===== src/pdc_pkg.sv =====
// ----------------------------------------------------------------------------
// pdc_pkg: shared constants for the proximity dimmer controller
// Register indexes, reset values, mode codes and fixed widths.
// ----------------------------------------------------------------------------
package pdc_pkg;

	// Fixed field widths
	localparam int unsigned LEVEL_W = 8;
	localparam int unsigned TIME_W  = 16;
	localparam int unsigned MODE_W  = 2;
	localparam int unsigned CFG_IDX_W  = 3;
	localparam int unsigned CFG_DATA_W = 16;

	// Configuration register indexes
	localparam logic [CFG_IDX_W-1:0] CFG_NEAR_THRESHOLD   = 3'd0;
	localparam logic [CFG_IDX_W-1:0] CFG_FAR_THRESHOLD    = 3'd1;
	localparam logic [CFG_IDX_W-1:0] CFG_SETUP_DELAY_MS   = 3'd2;
	localparam logic [CFG_IDX_W-1:0] CFG_SETUP_RAMP_MS    = 3'd3;
	localparam logic [CFG_IDX_W-1:0] CFG_SWITCH_RAMP_MS   = 3'd4;
	localparam logic [CFG_IDX_W-1:0] CFG_SETUP_TIMEOUT_MS = 3'd5;

	// Register reset values
	localparam logic [LEVEL_W-1:0] RST_NEAR_THRESHOLD   = 8'd125;
	localparam logic [LEVEL_W-1:0] RST_FAR_THRESHOLD    = 8'd160;
	localparam logic [TIME_W-1:0]  RST_SETUP_DELAY_MS   = 16'd1000;
	localparam logic [TIME_W-1:0]  RST_SETUP_RAMP_MS    = 16'd7000;
	localparam logic [TIME_W-1:0]  RST_SWITCH_RAMP_MS   = 16'd1000;
	localparam logic [TIME_W-1:0]  RST_SETUP_TIMEOUT_MS = 16'd20000;

	// Mode codes
	localparam logic [MODE_W-1:0] MODE_IDLE  = 2'd0;
	localparam logic [MODE_W-1:0] MODE_FADE  = 2'd1;
	localparam logic [MODE_W-1:0] MODE_SETUP = 2'd2;

	// Input command codes
	localparam logic CMD_TICK   = 1'b0;
	localparam logic CMD_SAMPLE = 1'b1;

	// Setup ramp constants
	localparam logic [TIME_W-1:0]  SETUP_PAUSE_MS = 16'd1000;
	localparam logic [LEVEL_W-1:0] FULL_LEVEL     = 8'd255;

	// Ramp divider: dividend is elapsed time times level
	localparam int unsigned NUM_W     = TIME_W + LEVEL_W;
	localparam int unsigned DIV_CNT_W = $clog2(NUM_W + 1);

endpackage


===== src/proximity_dimmer_controller.sv =====
// ----------------------------------------------------------------------------
// proximity_dimmer_controller: hand-hold dimmer with fade and setup ramp
// Times hand holds from proximity samples, toggles the light with a linear
// fade, runs a brightness setup ramp on long holds and reports the duty level.
// ----------------------------------------------------------------------------
// Every accepted beat gives exactly one result beat. A tick beat (cmd = 0)
// bumps the millisecond count and goes straight to the output step. A
// sample beat walks a small sequencer: hysteresis, toggle, release, setup
// entry and ramp mapping, one step a cycle. While a fade or setup ramp is
// active the level is mapped by one multiply and one shared restoring
// divider that retires one quotient bit a cycle, one for each bit of the
// dividend. in_stall stays high from acceptance until the result is loaded
// into the output register, which may also wait on out_stall, so a new beat
// is taken only once the last one is through.
module proximity_dimmer_controller (
	input  logic                            clk,
	input  logic                            arst_n,
	// input channel
	input  logic                            in_valid,
	output logic                            in_stall,
	input  logic                            cmd,
	input  logic [pdc_pkg::LEVEL_W-1:0]     sensor_level,
	// output channel
	output logic                            out_valid,
	input  logic                            out_stall,
	output logic [pdc_pkg::LEVEL_W-1:0]     pwm_level,
	output logic [pdc_pkg::MODE_W-1:0]      mode,
	output logic                            light_on,
	// configuration write port
	input  logic                            cfg_we,
	input  logic [pdc_pkg::CFG_IDX_W-1:0]   cfg_index,
	input  logic [pdc_pkg::CFG_DATA_W-1:0]  cfg_data
);
	import pdc_pkg::*;

	// Sequencer codes
	localparam logic [3:0] ST_IDLE    = 4'd0;
	localparam logic [3:0] ST_HYST    = 4'd1;
	localparam logic [3:0] ST_TOGGLE  = 4'd2;
	localparam logic [3:0] ST_RELEASE = 4'd3;
	localparam logic [3:0] ST_ENTRY   = 4'd4;
	localparam logic [3:0] ST_MAP     = 4'd5;
	localparam logic [3:0] ST_MUL     = 4'd6;
	localparam logic [3:0] ST_DIV     = 4'd7;
	localparam logic [3:0] ST_APPLY   = 4'd8;
	localparam logic [3:0] ST_OUT     = 4'd9;

	localparam logic [DIV_CNT_W-1:0] DIV_STEPS = DIV_CNT_W'(NUM_W);

	// Configuration registers
	logic [LEVEL_W-1:0] near_thr_q, far_thr_q;
	logic [TIME_W-1:0]  setup_delay_q, setup_ramp_q, switch_ramp_q, setup_timeout_q;

	// Block state
	logic [3:0]         state_q;
	logic [TIME_W-1:0]  ms_q, hold_start_q, hold_time_q, phase_start_q;
	logic [MODE_W-1:0]  mode_q;
	logic               light_q;
	logic [LEVEL_W-1:0] max_level_q, last_setup_q, duty_q;
	logic [LEVEL_W-1:0] sample_q;

	// Ramp mapping datapath
	logic [TIME_W-1:0]    el_q, span_q;
	logic [LEVEL_W-1:0]   top_q;
	logic [TIME_W+1:0]    ramp_end_q;
	logic [NUM_W-1:0]     num_q;
	logic [TIME_W-1:0]    rem_q;
	logic [DIV_CNT_W-1:0] div_cnt_q;

	// Output register
	logic               out_valid_q;
	logic [LEVEL_W-1:0] out_level_q;
	logic [MODE_W-1:0]  out_mode_q;
	logic               out_light_q;

	// Hysteresis step
	logic [TIME_W-1:0] hs_new;
	assign hs_new = (hold_start_q == '0) ? ms_q : hold_start_q;

	// Setup entry window
	logic [TIME_W:0] entry_hi;
	assign entry_hi = {1'b0, setup_delay_q} + {1'b0, setup_ramp_q};

	// Mapping step operands
	logic [TIME_W-1:0] el_now;
	assign el_now = ms_q - phase_start_q;

	// Divider step
	logic [TIME_W:0] div_shift;
	logic            div_ge;
	assign div_shift = {rem_q, num_q[NUM_W-1]};
	assign div_ge    = div_shift >= {1'b0, span_q};

	// Capped level and phase end compares
	logic [LEVEL_W-1:0] level_cap, setup_v, fade_v;
	logic [TIME_W+2:0]  timeout_end;
	logic [TIME_W:0]    fade_end;
	logic               past_ramp, past_timeout, past_fade;
	always_comb begin
		if (span_q == '0 || num_q > NUM_W'(top_q))
			level_cap = top_q;
		else
			level_cap = num_q[LEVEL_W-1:0];
		setup_v      = (el_q < SETUP_PAUSE_MS) ? '0 : level_cap;
		fade_v       = light_q ? level_cap : (max_level_q - level_cap);
		timeout_end  = {1'b0, ramp_end_q} + {3'b000, setup_timeout_q};
		fade_end     = {1'b0, phase_start_q} + {1'b0, switch_ramp_q};
		past_ramp    = {2'b00, ms_q} > ramp_end_q;
		past_timeout = {3'b000, ms_q} > timeout_end;
		past_fade    = {1'b0, ms_q} > fade_end;
	end

	assign in_stall  = (state_q != ST_IDLE);
	assign out_valid = out_valid_q;
	assign pwm_level = out_level_q;
	assign mode      = out_mode_q;
	assign light_on  = out_light_q;

	// Configuration writes
	always_ff @(posedge clk or negedge arst_n) begin
		if (!arst_n) begin
			near_thr_q      <= RST_NEAR_THRESHOLD;
			far_thr_q       <= RST_FAR_THRESHOLD;
			setup_delay_q   <= RST_SETUP_DELAY_MS;
			setup_ramp_q    <= RST_SETUP_RAMP_MS;
			switch_ramp_q   <= RST_SWITCH_RAMP_MS;
			setup_timeout_q <= RST_SETUP_TIMEOUT_MS;
		end else if (cfg_we) begin
			unique case (cfg_index)
				CFG_NEAR_THRESHOLD:   near_thr_q      <= cfg_data[LEVEL_W-1:0];
				CFG_FAR_THRESHOLD:    far_thr_q       <= cfg_data[LEVEL_W-1:0];
				CFG_SETUP_DELAY_MS:   setup_delay_q   <= cfg_data[TIME_W-1:0];
				CFG_SETUP_RAMP_MS:    setup_ramp_q    <= cfg_data[TIME_W-1:0];
				CFG_SWITCH_RAMP_MS:   switch_ramp_q   <= cfg_data[TIME_W-1:0];
				CFG_SETUP_TIMEOUT_MS: setup_timeout_q <= cfg_data[TIME_W-1:0];
				default: ;
			endcase
		end
	end

	// Sequencer and block state
	always_ff @(posedge clk or negedge arst_n) begin
		if (!arst_n) begin
			state_q       <= ST_IDLE;
			ms_q          <= '0;
			hold_start_q  <= '0;
			hold_time_q   <= '0;
			phase_start_q <= '0;
			mode_q        <= MODE_IDLE;
			light_q       <= 1'b0;
			max_level_q   <= FULL_LEVEL;
			last_setup_q  <= '0;
			duty_q        <= '0;
			sample_q      <= '0;
			el_q          <= '0;
			span_q        <= '0;
			top_q         <= '0;
			ramp_end_q    <= '0;
			num_q         <= '0;
			rem_q         <= '0;
			div_cnt_q     <= '0;
			out_valid_q   <= 1'b0;
			out_level_q   <= '0;
			out_mode_q    <= MODE_IDLE;
			out_light_q   <= 1'b0;
		end else begin
			// result beat loaded by the output step, cleared once taken
			if (state_q == ST_OUT && (!out_valid_q || !out_stall))
				out_valid_q <= 1'b1;
			else if (out_valid_q && !out_stall)
				out_valid_q <= 1'b0;

			unique case (state_q)
				ST_IDLE: begin
					if (in_valid) begin
						sample_q <= sensor_level;
						if (cmd == CMD_TICK) begin
							ms_q    <= ms_q + 16'd1;
							state_q <= ST_OUT;
						end else begin
							state_q <= ST_HYST;
						end
					end
				end
				// hand present / far away
				ST_HYST: begin
					if (sample_q < near_thr_q) begin
						hold_start_q <= hs_new;
						hold_time_q  <= ms_q - hs_new;
					end else if (sample_q > far_thr_q) begin
						hold_start_q <= '0;
						hold_time_q  <= '0;
					end
					state_q <= ST_TOGGLE;
				end
				// any hold while idle starts an on/off fade
				ST_TOGGLE: begin
					if (hold_time_q != '0 && mode_q == MODE_IDLE) begin
						phase_start_q <= ms_q;
						light_q       <= !light_q;
						mode_q        <= MODE_FADE;
					end
					state_q <= ST_RELEASE;
				end
				// hand released during setup: commit the level
				ST_RELEASE: begin
					if (hold_time_q == '0 && mode_q == MODE_SETUP) begin
						mode_q <= MODE_IDLE;
						if (last_setup_q != '0)
							max_level_q <= last_setup_q;
						else
							duty_q <= max_level_q;
						light_q      <= 1'b1;
						hold_start_q <= '0;
						ms_q         <= '0;
					end
					state_q <= ST_ENTRY;
				end
				// long hold enters setup
				ST_ENTRY: begin
					if ({1'b0, setup_delay_q} < {1'b0, hold_time_q} &&
					    {1'b0, hold_time_q} < entry_hi && mode_q != MODE_SETUP) begin
						phase_start_q <= ms_q;
						mode_q        <= MODE_SETUP;
					end
					state_q <= ST_MAP;
				end
				// load mapping operands
				ST_MAP: begin
					el_q       <= el_now;
					ramp_end_q <= {2'b00, phase_start_q} + {2'b00, setup_ramp_q}
					              + {2'b00, SETUP_PAUSE_MS};
					if (mode_q == MODE_SETUP) begin
						span_q  <= setup_ramp_q;
						top_q   <= FULL_LEVEL;
						state_q <= ST_MUL;
					end else if (mode_q == MODE_FADE) begin
						span_q  <= switch_ramp_q;
						top_q   <= max_level_q;
						state_q <= ST_MUL;
					end else begin
						state_q <= ST_OUT;
					end
				end
				ST_MUL: begin
					num_q     <= NUM_W'(el_q) * NUM_W'(top_q);
					rem_q     <= '0;
					div_cnt_q <= '0;
					state_q   <= ST_DIV;
				end
				// one quotient bit a cycle
				ST_DIV: begin
					rem_q     <= div_ge ? TIME_W'(div_shift - {1'b0, span_q})
					                    : div_shift[TIME_W-1:0];
					num_q     <= {num_q[NUM_W-2:0], div_ge};
					div_cnt_q <= div_cnt_q + DIV_CNT_W'(1);
					if (div_cnt_q == DIV_STEPS - DIV_CNT_W'(1))
						state_q <= ST_APPLY;
				end
				ST_APPLY: begin
					if (mode_q == MODE_SETUP) begin
						last_setup_q <= setup_v;
						// full level once the ramp has run out
						duty_q       <= past_ramp ? FULL_LEVEL : setup_v;
						if (past_ramp)
							max_level_q <= FULL_LEVEL;
						if (past_timeout) begin
							hold_start_q  <= '0;
							hold_time_q   <= '0;
							phase_start_q <= '0;
							mode_q        <= MODE_IDLE;
							light_q       <= 1'b0;
							ms_q          <= '0;
						end
					end else begin
						duty_q <= fade_v;
						if (past_fade) begin
							mode_q        <= MODE_IDLE;
							phase_start_q <= '0;
							ms_q          <= '0;
						end
					end
					state_q <= ST_OUT;
				end
				// hand the result to the output register
				ST_OUT: begin
					if (!out_valid_q || !out_stall) begin
						out_level_q <= duty_q;
						out_mode_q  <= mode_q;
						out_light_q <= light_q;
						state_q     <= ST_IDLE;
					end
				end
				default: state_q <= ST_IDLE;
			endcase
		end
	end

`ifndef SYNTHESIS
	// a new result only follows the output step
	a_out_from_seq: assert property (@(posedge clk) disable iff (!arst_n)
		$rose(out_valid_q) |-> $past(state_q == ST_OUT))
		else $error("result beat raised outside output step");

	// an accepted beat always starts the sequencer
	a_accept_busy: assert property (@(posedge clk) disable iff (!arst_n)
		(in_valid && !in_stall) |=> (state_q == ST_HYST || state_q == ST_OUT))
		else $error("accepted beat did not start the sequencer");

	// divider count stays within its steps
	a_div_cnt: assert property (@(posedge clk) disable iff (!arst_n)
		(state_q == ST_DIV) |-> (div_cnt_q < DIV_STEPS))
		else $error("divider ran past its last step");

	// the mapping runs only for fade or setup
	a_map_mode: assert property (@(posedge clk) disable iff (!arst_n)
		(state_q == ST_MUL) |-> (mode_q == MODE_FADE || mode_q == MODE_SETUP))
		else $error("ramp mapping started in idle mode");

	// reported mode is a defined code
	a_mode_code: assert property (@(posedge clk) disable iff (!arst_n)
		out_valid_q |-> (out_mode_q == MODE_IDLE || out_mode_q == MODE_FADE ||
		                 out_mode_q == MODE_SETUP))
		else $error("undefined mode reported");
`endif

endmodule

===== config.mk =====
export PLATFORM = sky130hd
export DESIGN_NAME = proximity_dimmer_controller
export DESIGN_NICKNAME = d
export VERILOG_FILES = /design/src/pdc_pkg.sv /design/src/proximity_dimmer_controller.sv
export SDC_FILE = /design/constraint.sdc
export NUM_CORES = 1
export LEC_CHECK = 0
export ABC_AREA = 1
export BUFFER_PORTS_ARGS = -buffer_cell sky130_fd_sc_hd__buf_4
export CAP_MARGIN = 20
export CORE_MARGIN = 1.5
export CORE_UTILIZATION = 25
export DETAILED_ROUTE_END_ITERATION = 7
export GPL_ROUTABILITY_DRIVEN = 0
export PLACE_DENSITY = 0.44
export SETUP_SLACK_MARGIN = 0.4
export SLEW_MARGIN = 20
export SYNTH_ARGS = -nofsm -noshare
export SYNTH_HDL_FRONTEND = slang
export SYNTH_SLANG_ARGS = --single-unit

===== constraint.sdc =====
create_clock -name clk -period 5.79 [get_ports clk]
set_clock_uncertainty 0.1 [all_clocks]
set_input_delay 0.8685 -clock clk [delete_from_list [all_inputs] [get_ports clk]]
set_output_delay 0.8685 -clock clk [all_outputs]
set_load 0.01 [all_outputs]

# After elaboration in Yosys (flattened, before gate mapping)
# Cells that the tools add are included.
dict set report word_totals {
  ff_bits 298
  inputBits 33
  output_inout_bits 13
  wordCells 191
}
dict set report op_classes {
  add_sub_neg 11
  multipliers 1
  n_lt_le_gt_ge 10
  eq_ne 33
  mux 59
  n_reduce_logical 49
}
# operator count
set ops {}
lappend ops {{2-to-1 mux 16 bit} 16}
lappend ops {{one-hot mux 16 bit (3 select lines)} 3}
lappend ops {{2-to-1 mux 8 bit} 13}
lappend ops {{one-hot mux 16 bit (2 select lines)} 2}
lappend ops {{adder 16 x 16 -> 17 bit} 3}
lappend ops {{logical NOT 16 bit} 3}
lappend ops {{one-hot mux 24 bit (2 select lines)} 1}
lappend ops {{subtractor 16 bit} 3}
lappend ops {{one-hot mux 4 bit (10 select lines)} 1}
lappend ops {{one-hot mux 8 bit (2 select lines)} 2}
lappend ops {{> comparator 24 x 8 -> 1 bit} 1}
lappend ops {{multiplier 16 x 8 -> 24 bit} 1}
lappend ops {{2-to-1 mux 4 bit} 6}
lappend ops {{inequality test 2 bit (second input constant)} 12}
lappend ops {{AND reduction 2 bit} 10}
lappend ops {{AND reduction 5 bit} 4}
lappend ops {{adder 18 x 16 -> 19 bit} 1}
lappend ops {{> comparator 16 x 19 -> 1 bit} 1}
lappend ops {{adder 17 x 10 -> 18 bit (second input constant)} 1}
lappend ops {{> comparator 16 x 18 -> 1 bit} 1}
lappend ops {{>= comparator 17 x 16 -> 1 bit} 1}
lappend ops {{> comparator 16 x 17 -> 1 bit} 1}
lappend ops {{< comparator 16 x 17 -> 1 bit} 1}
lappend ops {{adder 16 x 1 -> 16 bit (second input constant)} 1}
lappend ops {{37 further kinds} 74}

# Longest topological paths before layout
# Gate-level depths: netlist of run 1.
dict set report logic_depth {
  depth_word 7
  ltp_mapped 27
  mapped_depth_nobuf 26
}

# Worst setup path after synthesis of run 1
# No wires, ideal clock.
dict set report synth_path {
  kind {reg-to-reg}
  from {reg top_q[7]}
  to {reg num_q[18]}
  setup_ps 131
  t_arrival_ps 4545
  required_ps 5559
  setup_slack_ps 1014
  stages_incl_launch_ff 25
  path_buffers 2
  synth_period_minus_slack_ps 4776
  path_cell_list {dfrtp_1 clkbuf_1 buf_1 nand2_1 fa_1 fa_1 inv_1 fa_1 inv_1 fa_1 inv_1 ha_1 nand2_1 inv_1 nand2_1 nand2_1 nand2_1 o211ai_1 a21oi_1 o21bai_1 nand2_1 nand3_1 nand2_1 o21ai_0 o21ai_0}
}
dict set report synth_between {
  elab_chain_cells 2
}
# element line
set synth_rtl {}
lappend synth_rtl {{from (decl)} proximity_dimmer_controller.sv:64} ;# logic [LEVEL_W-1:0] top_q;
lappend synth_rtl {{from (signal assigned)} proximity_dimmer_controller.sv:239} ;# top_q <= max_level_q;
lappend synth_rtl {{multiplier 16 x 8 -> 24 bit} proximity_dimmer_controller.sv:246} ;# num_q <= NUM_W'(el_q) * NUM_W'(top_q);
lappend synth_rtl {{one-hot mux 24 bit (2 select lines)} proximity_dimmer_controller.sv:173} ;# unique case (state_q)
lappend synth_rtl {{to (signal assigned)} proximity_dimmer_controller.sv:246}
lappend synth_rtl {{to (signal assigned)} proximity_dimmer_controller.sv:255} ;# num_q <= {num_q[NUM_W-2:0], div_ge};
lappend synth_rtl {{to (decl)} proximity_dimmer_controller.sv:66} ;# logic [NUM_W-1:0] num_q;
# No other way between the ends.
# A chain may end at the register's enable or synchronous reset.

# Worst setup path after layout of run 1
dict set report layout_path {
  from {reg el_q[11]}
  to {reg num_q[21]}
}
dict set report layout_between {
  elab_chain_cells 2
}
# element line
set layout_rtl {}
lappend layout_rtl {{from (decl)} proximity_dimmer_controller.sv:63} ;# logic [TIME_W-1:0] el_q, span_q;
lappend layout_rtl {{from (signal assigned)} proximity_dimmer_controller.sv:230} ;# el_q <= el_now;
lappend layout_rtl {{multiplier 16 x 8 -> 24 bit} proximity_dimmer_controller.sv:246}
lappend layout_rtl {{one-hot mux 24 bit (2 select lines)} proximity_dimmer_controller.sv:173}
# No other way between the ends.

==> impl_results.md, run 1 <==
* Status: complete, no violations
* Post_cts resized at 0
* Sum Neg Setup Slack at 0 ns
* Post-synth EDFFs at 0
* Largest net degree at the start of global routing at 85
* Starting density of the core at 0.2530
* Iteration-0 DRC Markers at around 1500
* Max Freq at 0.2033 GHz
* Initial antenna violation count at 4
* Clock Pin Slew Worst Setup and Hold Paths at 0.06 ns
* Crit Path Class: reg -> reg
* Worst reg2reg path depth at 18
* Layout Nets at about 3800
* Final HPWL DP at approximately 65 mm
* Most numerous cell in the Yosys netlist: nand2_1
* CTS buffer count at 41
* Wirelength per Cell at 17.56 um
* Unrepaired setup endpoints after global routing: false
* Placed inst area at roughly 27000 um2
* Global-route wire length before repair at around 130 mm
* Skew-Pair Late Insertion Delay at 0.64 ns
* Max clock buf depth at 3
* I/O pin cnt at 46
* Worst Setup Start Kind: flop
* CTS sink count at 298
* Post-Route M1 WL at 40.50 mm
* Ys Warns at 0
* Core area at 100400 um2
* Row Count at 116
* DR top layer: met4
* Final instance area at 28660 um2
* Buffers on Ports at 45
* Peak VDD IR at 0.2453 mV
* Full die area at 103500 um2
* Pins Over Slew Limit at 0
* Tcrit/Tclk final at 0.8497
* Worst Hold Class: in -> async
* Worst path cell trace: nand2_1 -> inv_1 -> fa_1 -> inv_1 -> fa_1 -> inv_1 -> fa_1 -> inv_1 -> fa_1 -> inv_1 -> ha_1 -> nand2_1 -> nor4_1 -> nand4_1 -> nand4_1 -> nand3_1 -> o211ai_1 -> o21ai_0
* Post-synth top cells: 815 x nand2_1, 579 x inv_1, 281 x ha_1
* Post-CTS Hold Fix Bufs at 0
* Routed met3 length at 2.492 mm
* Htree depth at 2
* DIE WIDTH at between 300 and 400 um
* Power per cell area at 552.4 nW/um2
* WP data required at 6.18 ns
* Antenna Violating Nets Remaining at 0
* GRT Total Usage at 0.1643
* Netlist Area Pre-Place at 25410 um2
* Area growth syn-to-layout at 12.81%
* Largest area contributor in the netlist: dfrtp_1
* Main synth FF type: dfrtp_1
* Slew @ Worst Pin at roughly 1.0 ns
* Number of global-route vias before repair at 21680
* Drt pass-1 iters at 6
* Share of cells above drive strength 1 at 0.06783
* Finish-stage setup viols at 0
* Syn_area_per_cell at 7.490 um2
* Post-synth ARST share at 1.000
* Critical Path End Type: flop
* Final routed DRC violation total at 0
* CP peak stage delay at 0.56 ns
* Via count at 21940
* CTS root buf: clkbuf_16
* Ant diodes at 0
* Chip height at 321.8 um
* Met2 WL post-DR at 39.40 mm
* Largest cells by area after synthesis: dfrtp_1 25%, ha_1 14%, nand2_1 12%, inv_1 8.6%, fa_1 7.2%
* Share of the synthesized area in the top cell type at 0.2541
* Via density at 4.577
* Crit-path slowest cell: dfrtp_1
* DRT Wirelength at 84.16 mm
* Leakage Power at 0.01497 uW
* Fin. Hold Viols at 0
* Worst-path fanout max at 10
* CTS tree: done
* Power consumption at 15830 uW
* Final min period at 4.920 ns
* Postcts setup bufs at 0
* Crit path top cell by count: inv_1
* #FFs+latches synth at 298
* Arr. time, crit path at 5.31 ns
* Total of max-cap violations at 0
* Syn nets at around 3800
* Netlist cell types at 53
* GR Overflow Total at 0
* Synthesized instance count at approximately 3400
* Headroom to the max-slew limit at 0.2987
* Sequential element share of the synthesized area at 0.2955
-- per-layer routing --
| metal | vias to the layer above | GRT usage |
|---|---|---|
| met5 | - | 0 |
| met4 | 0 | 0.03941 |
| met3 | 88 | 0.01748 |
| met2 | 329 | 0.2745 |
| met1 | 10460 | 0.2257 |
| li1 | 11060 | - |
-- report_power, final --
part           switching, uW  internal, uW  total (uW)  leakage, uW
Combinational           6190          3340        9530       0.0105
Sequential               886          2760        3640      0.00376
Clock                   1110          1550        2660     0.000681
Total                   8180          7650       15800       0.0150
-- layout by cell type (no fill, tap or decap), types with 7 or more instances in the layout --
cell type / n
nand3b_1: 11
inv_2: 11
fa_1: 92
dfrtp_1: 250
nor2_2: 8
a21oi_1: 212
inv_1: 578
clkbuf_1: 7
dfrtp_2: 8
ha_1: 281
nand4_1: 55
a21o_1: 13
xnor2_1: 42
a31oi_1: 14
dfstp_2: 40
o21bai_1: 8
nand2_1: 815
o21ai_0: 266
o22ai_1: 21
o211ai_1: 22
clkbuf_16: 41
o221ai_1: 11
nor4_1: 11
mux2_2: 8
o21ai_1: 27
nor3_1: 53
clkinv_2: 8
clkbuf_8: 7
nand3_1: 138
nor2_1: 163
xor2_1: 63
buf_4: 69
o31ai_1: 18
-- cell families (layout without fill, tap and decap cells) --
| family | count (synthesis) | in the layout | synth area share |
|---|---|---|---|
| compound gates | 636 | 636 | 0.1374 |
| xor+xnor | 105 | 105 | 0.03620 |
| fa+ha+maj | 373 | 373 | 0.2109 |
| buf+inv | 694 | 737 | 0.1048 |
| flops | 298 | 298 | 0.2955 |
| mux | 8 | 8 | 0.003546 |
| simple gates | 1278 | 1278 | 0.2117 |
-- layout make-up --
type | count | area, um2
Tap cell | 1357 | 1698
Multi-Input combinational cell | 2400 | 15260
Sequential cell | 298 | 7517
Clock buffer | 55 | 1149
Fill cell | 11070 | 71780
Inverter | 591 | 2218
Clock inverter | 20 | 267.8
Timing Repair Buffer | 71 | 553.0
-- critical path: cells and delay by family (launching register included) --
family          cells  cell delay (ns)
buf+inv             5             0.26
fa+ha+maj           5             2.46
flops               1             0.56
simple gates        6             1.21
compound gates      2             0.20
-- path summary, 6_finish.rpt --
| check | startpoint | endpoint | slack (ns) |
|---|---|---|---|
| setup reg to reg | el_q[11]$_DFFE_PN0P_ | num_q[21]$_DFFE_PN0P_ | 0.87 |
| max in group asynchronous | arst_n | el_q[6]$_DFFE_PN0P_ | 4.20 |
| min in group clk | sensor_level[1] | sample_q[1]$_DFFE_PN0P_ | 0.36 |
| hold reg to reg | mode_q[0]$_DFFE_PN0P_ | mode_q[0]$_DFFE_PN0P_ | 0.37 |
| hold / removal | arst_n | hold_start_q[13]$_DFFE_PN0P_ | 0.16 |
| setup / recovery | el_q[11]$_DFFE_PN0P_ | num_q[21]$_DFFE_PN0P_ | 0.87 |
-- per-stage QoR --
| stage | setup slack [ns] | utilization | hold slack [ns] | cells |
|---|---|---|---|---|
| 6_report | 0.8700 | 0.2854 | 0.1638 | 4792 |
| 5_1_grt | 0.3961 | 0.2854 | 0.2049 | 4792 |
| 4_1_cts | 0.6239 | 0.2851 | 0.1581 | 4792 |
| 3_5_place_dp | 0.6489 | 0.2710 | 0.3609 | 4717 |
| 3_3_place_gp | 0.6976 | 0.2710 | 0.3574 | 4717 |
| 2_1_floorplan | 1.014 | - | 0.3419 | 3392 |
-- sequential cells by signal, indices dropped and copies added (netlist names), 16 cells and up --
register and flops:
el_q 16, hold_start_q 16, hold_time_q 16, ms_q 16
num_q 24, phase_start_q 16, ramp_end_q 18, rem_q 16
setup_delay_q 16, setup_ramp_q 16, setup_timeout_q 16, span_q 16
switch_ramp_q 16
No activity file was read; power rests on OpenSTA's default activity.
==> inputs of run 2 (changes only) <==
- PLACE_DENSITY: 0.44 -> 0.45
- clock period: 5.79 -> 3.95 ns (I/O delays scaled with it)
==> impl_results.md, run 2 (same netlist as run 1, synthesis figures left out) <==
* Slew @ Worst Pin at 1.001 ns
* Via count at 23340
* Buffers on Ports at 45
* Clock Pin Slew Worst Setup and Hold Paths at 0.06 ns
* Drt pass-1 iters at 7
* Worst hold path startpoint: sensor_level[4]
* Crit Path Class: reg -> reg
* CP peak stage delay at around 0.52 ns
* Most frequent cells in the layout: 701 x nand2_1, 535 x inv_1, 302 x buf_4, 243 x ha_1, 242 x dfrtp_1
* Pins Over Slew Limit at 0
* Grt met3 use at 0.01798
* Largest net degree at the start of global routing at 102
* Power share of the combinational group at 0.704
* Starting density of the core at 0.2530
* Placed inst area at 29340 um2
* Row Count at 116
* Violated checks: setup timing
* Power per cell area at 925.4 nW/um2
* Global-route wire length before repair at 138.9 mm
* NetSw at 14970 uW
* Total of max-cap violations at 0
* Core area at ~100000 um2
* Ant diodes at 0
* Met2 Track Usage GR at 0.3042
* Dpl ws at -0.7446 ns
* Final instance area at 33740 um2
* Peak VDD IR at 0.6304 mV
* Max reg flops at 24
* Wirelength per Cell at 17.77 um
* DRT Wirelength at 90.98 mm
* Register with the highest flop count: num_q
* Number of global-route vias before repair at 23140
* Layout Nets at 4136
* CTS sink count at 298
* Worst reg2reg path depth at 25
* Final HPWL DP at 70.04 mm
* Worst Setup Start Kind: flop
* Full die area at 103500 um2
* Commonest non-fill, non-tap cell in the layout: nand2_1
* Max clock buf depth at 3
* GRT Total Usage at 0.1750
* Via density at 4.558
* Share of cells above drive strength 1 at 0.2442
* Worst Hold End: sample_q[4]$_DFFE_PN0P_
* R2r startpoint: top_q[5]$_DFFE_PN0P_
* Reg2reg setup slack at -0.56 ns
* Final min period at roughly 4.5 ns
* Max Freq at 0.2219 GHz
* Hold Worst Slack at around 0.084 ns
* Setup WS post-layout at -0.5565 ns
* Sw Share at 0.4795
* Initial antenna violation count at 2
* Crit path launch: top_q[5]$_DFFE_PN0P_
* Final routed DRC violation total at 0
* Top flop regs: num_q: 24 flops, ramp_end_q: 18 flops
* Antenna Violating Nets Remaining at 0
* I/O pin cnt at 46
* Top Usage Layer GRT: met2
* Unrepaired setup endpoints after global routing: true
* Core Util, Final at 0.3360
* Met1 Resource Use GR at 0.2273
* Area growth syn-to-layout at 32.81%
* Leakage Power at 0.01722 uW
* Htree depth at 2
* WP data required at 4.31 ns
* Status: finished, violations left
* DIE WIDTH at 321.8 um
* Headroom to the max-slew limit at 0.3272
* Arr. time, crit path at 4.87 ns
* Skew-Pair Late Insertion Delay at ~0.64 ns
* Hold path cells at 2
* CTS buffer count at 42
* Worst Hold Class: in -> reg
* Worst-path fanout max at 4
* CTS root buf: clkbuf_16
* CTS tree: done
* P_int at 16250 uW
* GR Overflow Total at 0
* Crit-path slowest cell: fa_1
* FF-to-FF End: num_q[18]$_DFFE_PN0P_
* Chip height at 321.8 um
* Critical Path End Type: flop
* Non-filler cells, final at 5121
* Clock share of power at 0.134
* Fin. Hold Viols at 0
* Placed instance count at a little under 5000
* Tcrit/Tclk final at 1.141
* Seq pwr share at 0.162
* Finish-stage setup viols at 17
* Crit path top cell by count: fa_1
* Iteration-0 DRC Markers at 1316
-- run 2: cell count changes in the layout (fill, tap and decap cells not counted), moves of 38 or more --
cell,change
a21oi_1,-38
buf_4,+233
buf_6,+66
ha_1,-38
inv_1,-43
inv_2,+38
nand2_1,-114
nand2_2,+77
o21ai_0,-43
-- run 2: timing repair --
action                                 CTS  global route
setup buffers                           57            30
pin swaps                               88           140
hold buffers                             1             0
setup endpoints to repair               91            94
resized for setup                      275           218
cloned                                   9             1
endpoints found under the hold margin   45             0
-- run 2: per-layer routing --
metal | vias to the layer above | part of all wire
li1 | 11710 | -
met1 | 11170 | 0.45
met2 | 351 | 0.48
met3 | 117 | 0.032
met4 | 0 | 0.033
met5 | - | 0
-- run 2: how the worst max path moves through the flow --
stage	end	slack, ns	depth (start not counted)
after floorplan	num_q[22]$_DFFE_PN0P_	-0.32	23
after global placement	num_q[18]$_DFFE_PN0P_	-0.75	18
after detailed placement	num_q[22]$_DFFE_PN0P_	-0.74	20
after CTS	num_q[17]$_DFFE_PN0P_	-0.55	19
after global routing	num_q[23]$_DFFE_PN0P_	-0.77	21
final	num_q[18]$_DFFE_PN0P_	-0.56	25
-- run 2: critical path, delay by kind of cell (launching register included) --
family | cells | cell delay, ns
AOI/OAI and AO/OA | 5 | 0.61
adders and majority gates | 5 | 2.19
buffers and inverters | 7 | 0.57
DFF | 1 | 0.41
and+or+nand+nor | 8 | 0.50
-- run 2: metrics by stage --
stage | total power (uW) | setup TNS (ns)
floorplan | 16530 | -2.305
global placement | 22950 | -11.49
detailed placement | 22990 | -11.83
CTS | 29860 | -7.100
global route | 33860 | -11.20
finish | 31230 | -7.739
-- run 2: power groups by stage --
stage	clock network, uW	registers (uW)	logic, uW
global placement	0	5060	17900
floorplan	0	4550	12000
global route	4420	5180	24300
detailed placement	0	5060	17900
finish	4170	5060	22000
CTS	4290	5030	20500
-- run 2: layout make-up --
cell class,instances,area (um2)
clock buffer,48,1094
clock inverter,30,425.4
inverter,591,2242
tap,1357,1698
timing repair buffer,396,3611
multi-input combinational,2401,17150
sequential,298,7527
fill,10810,66690
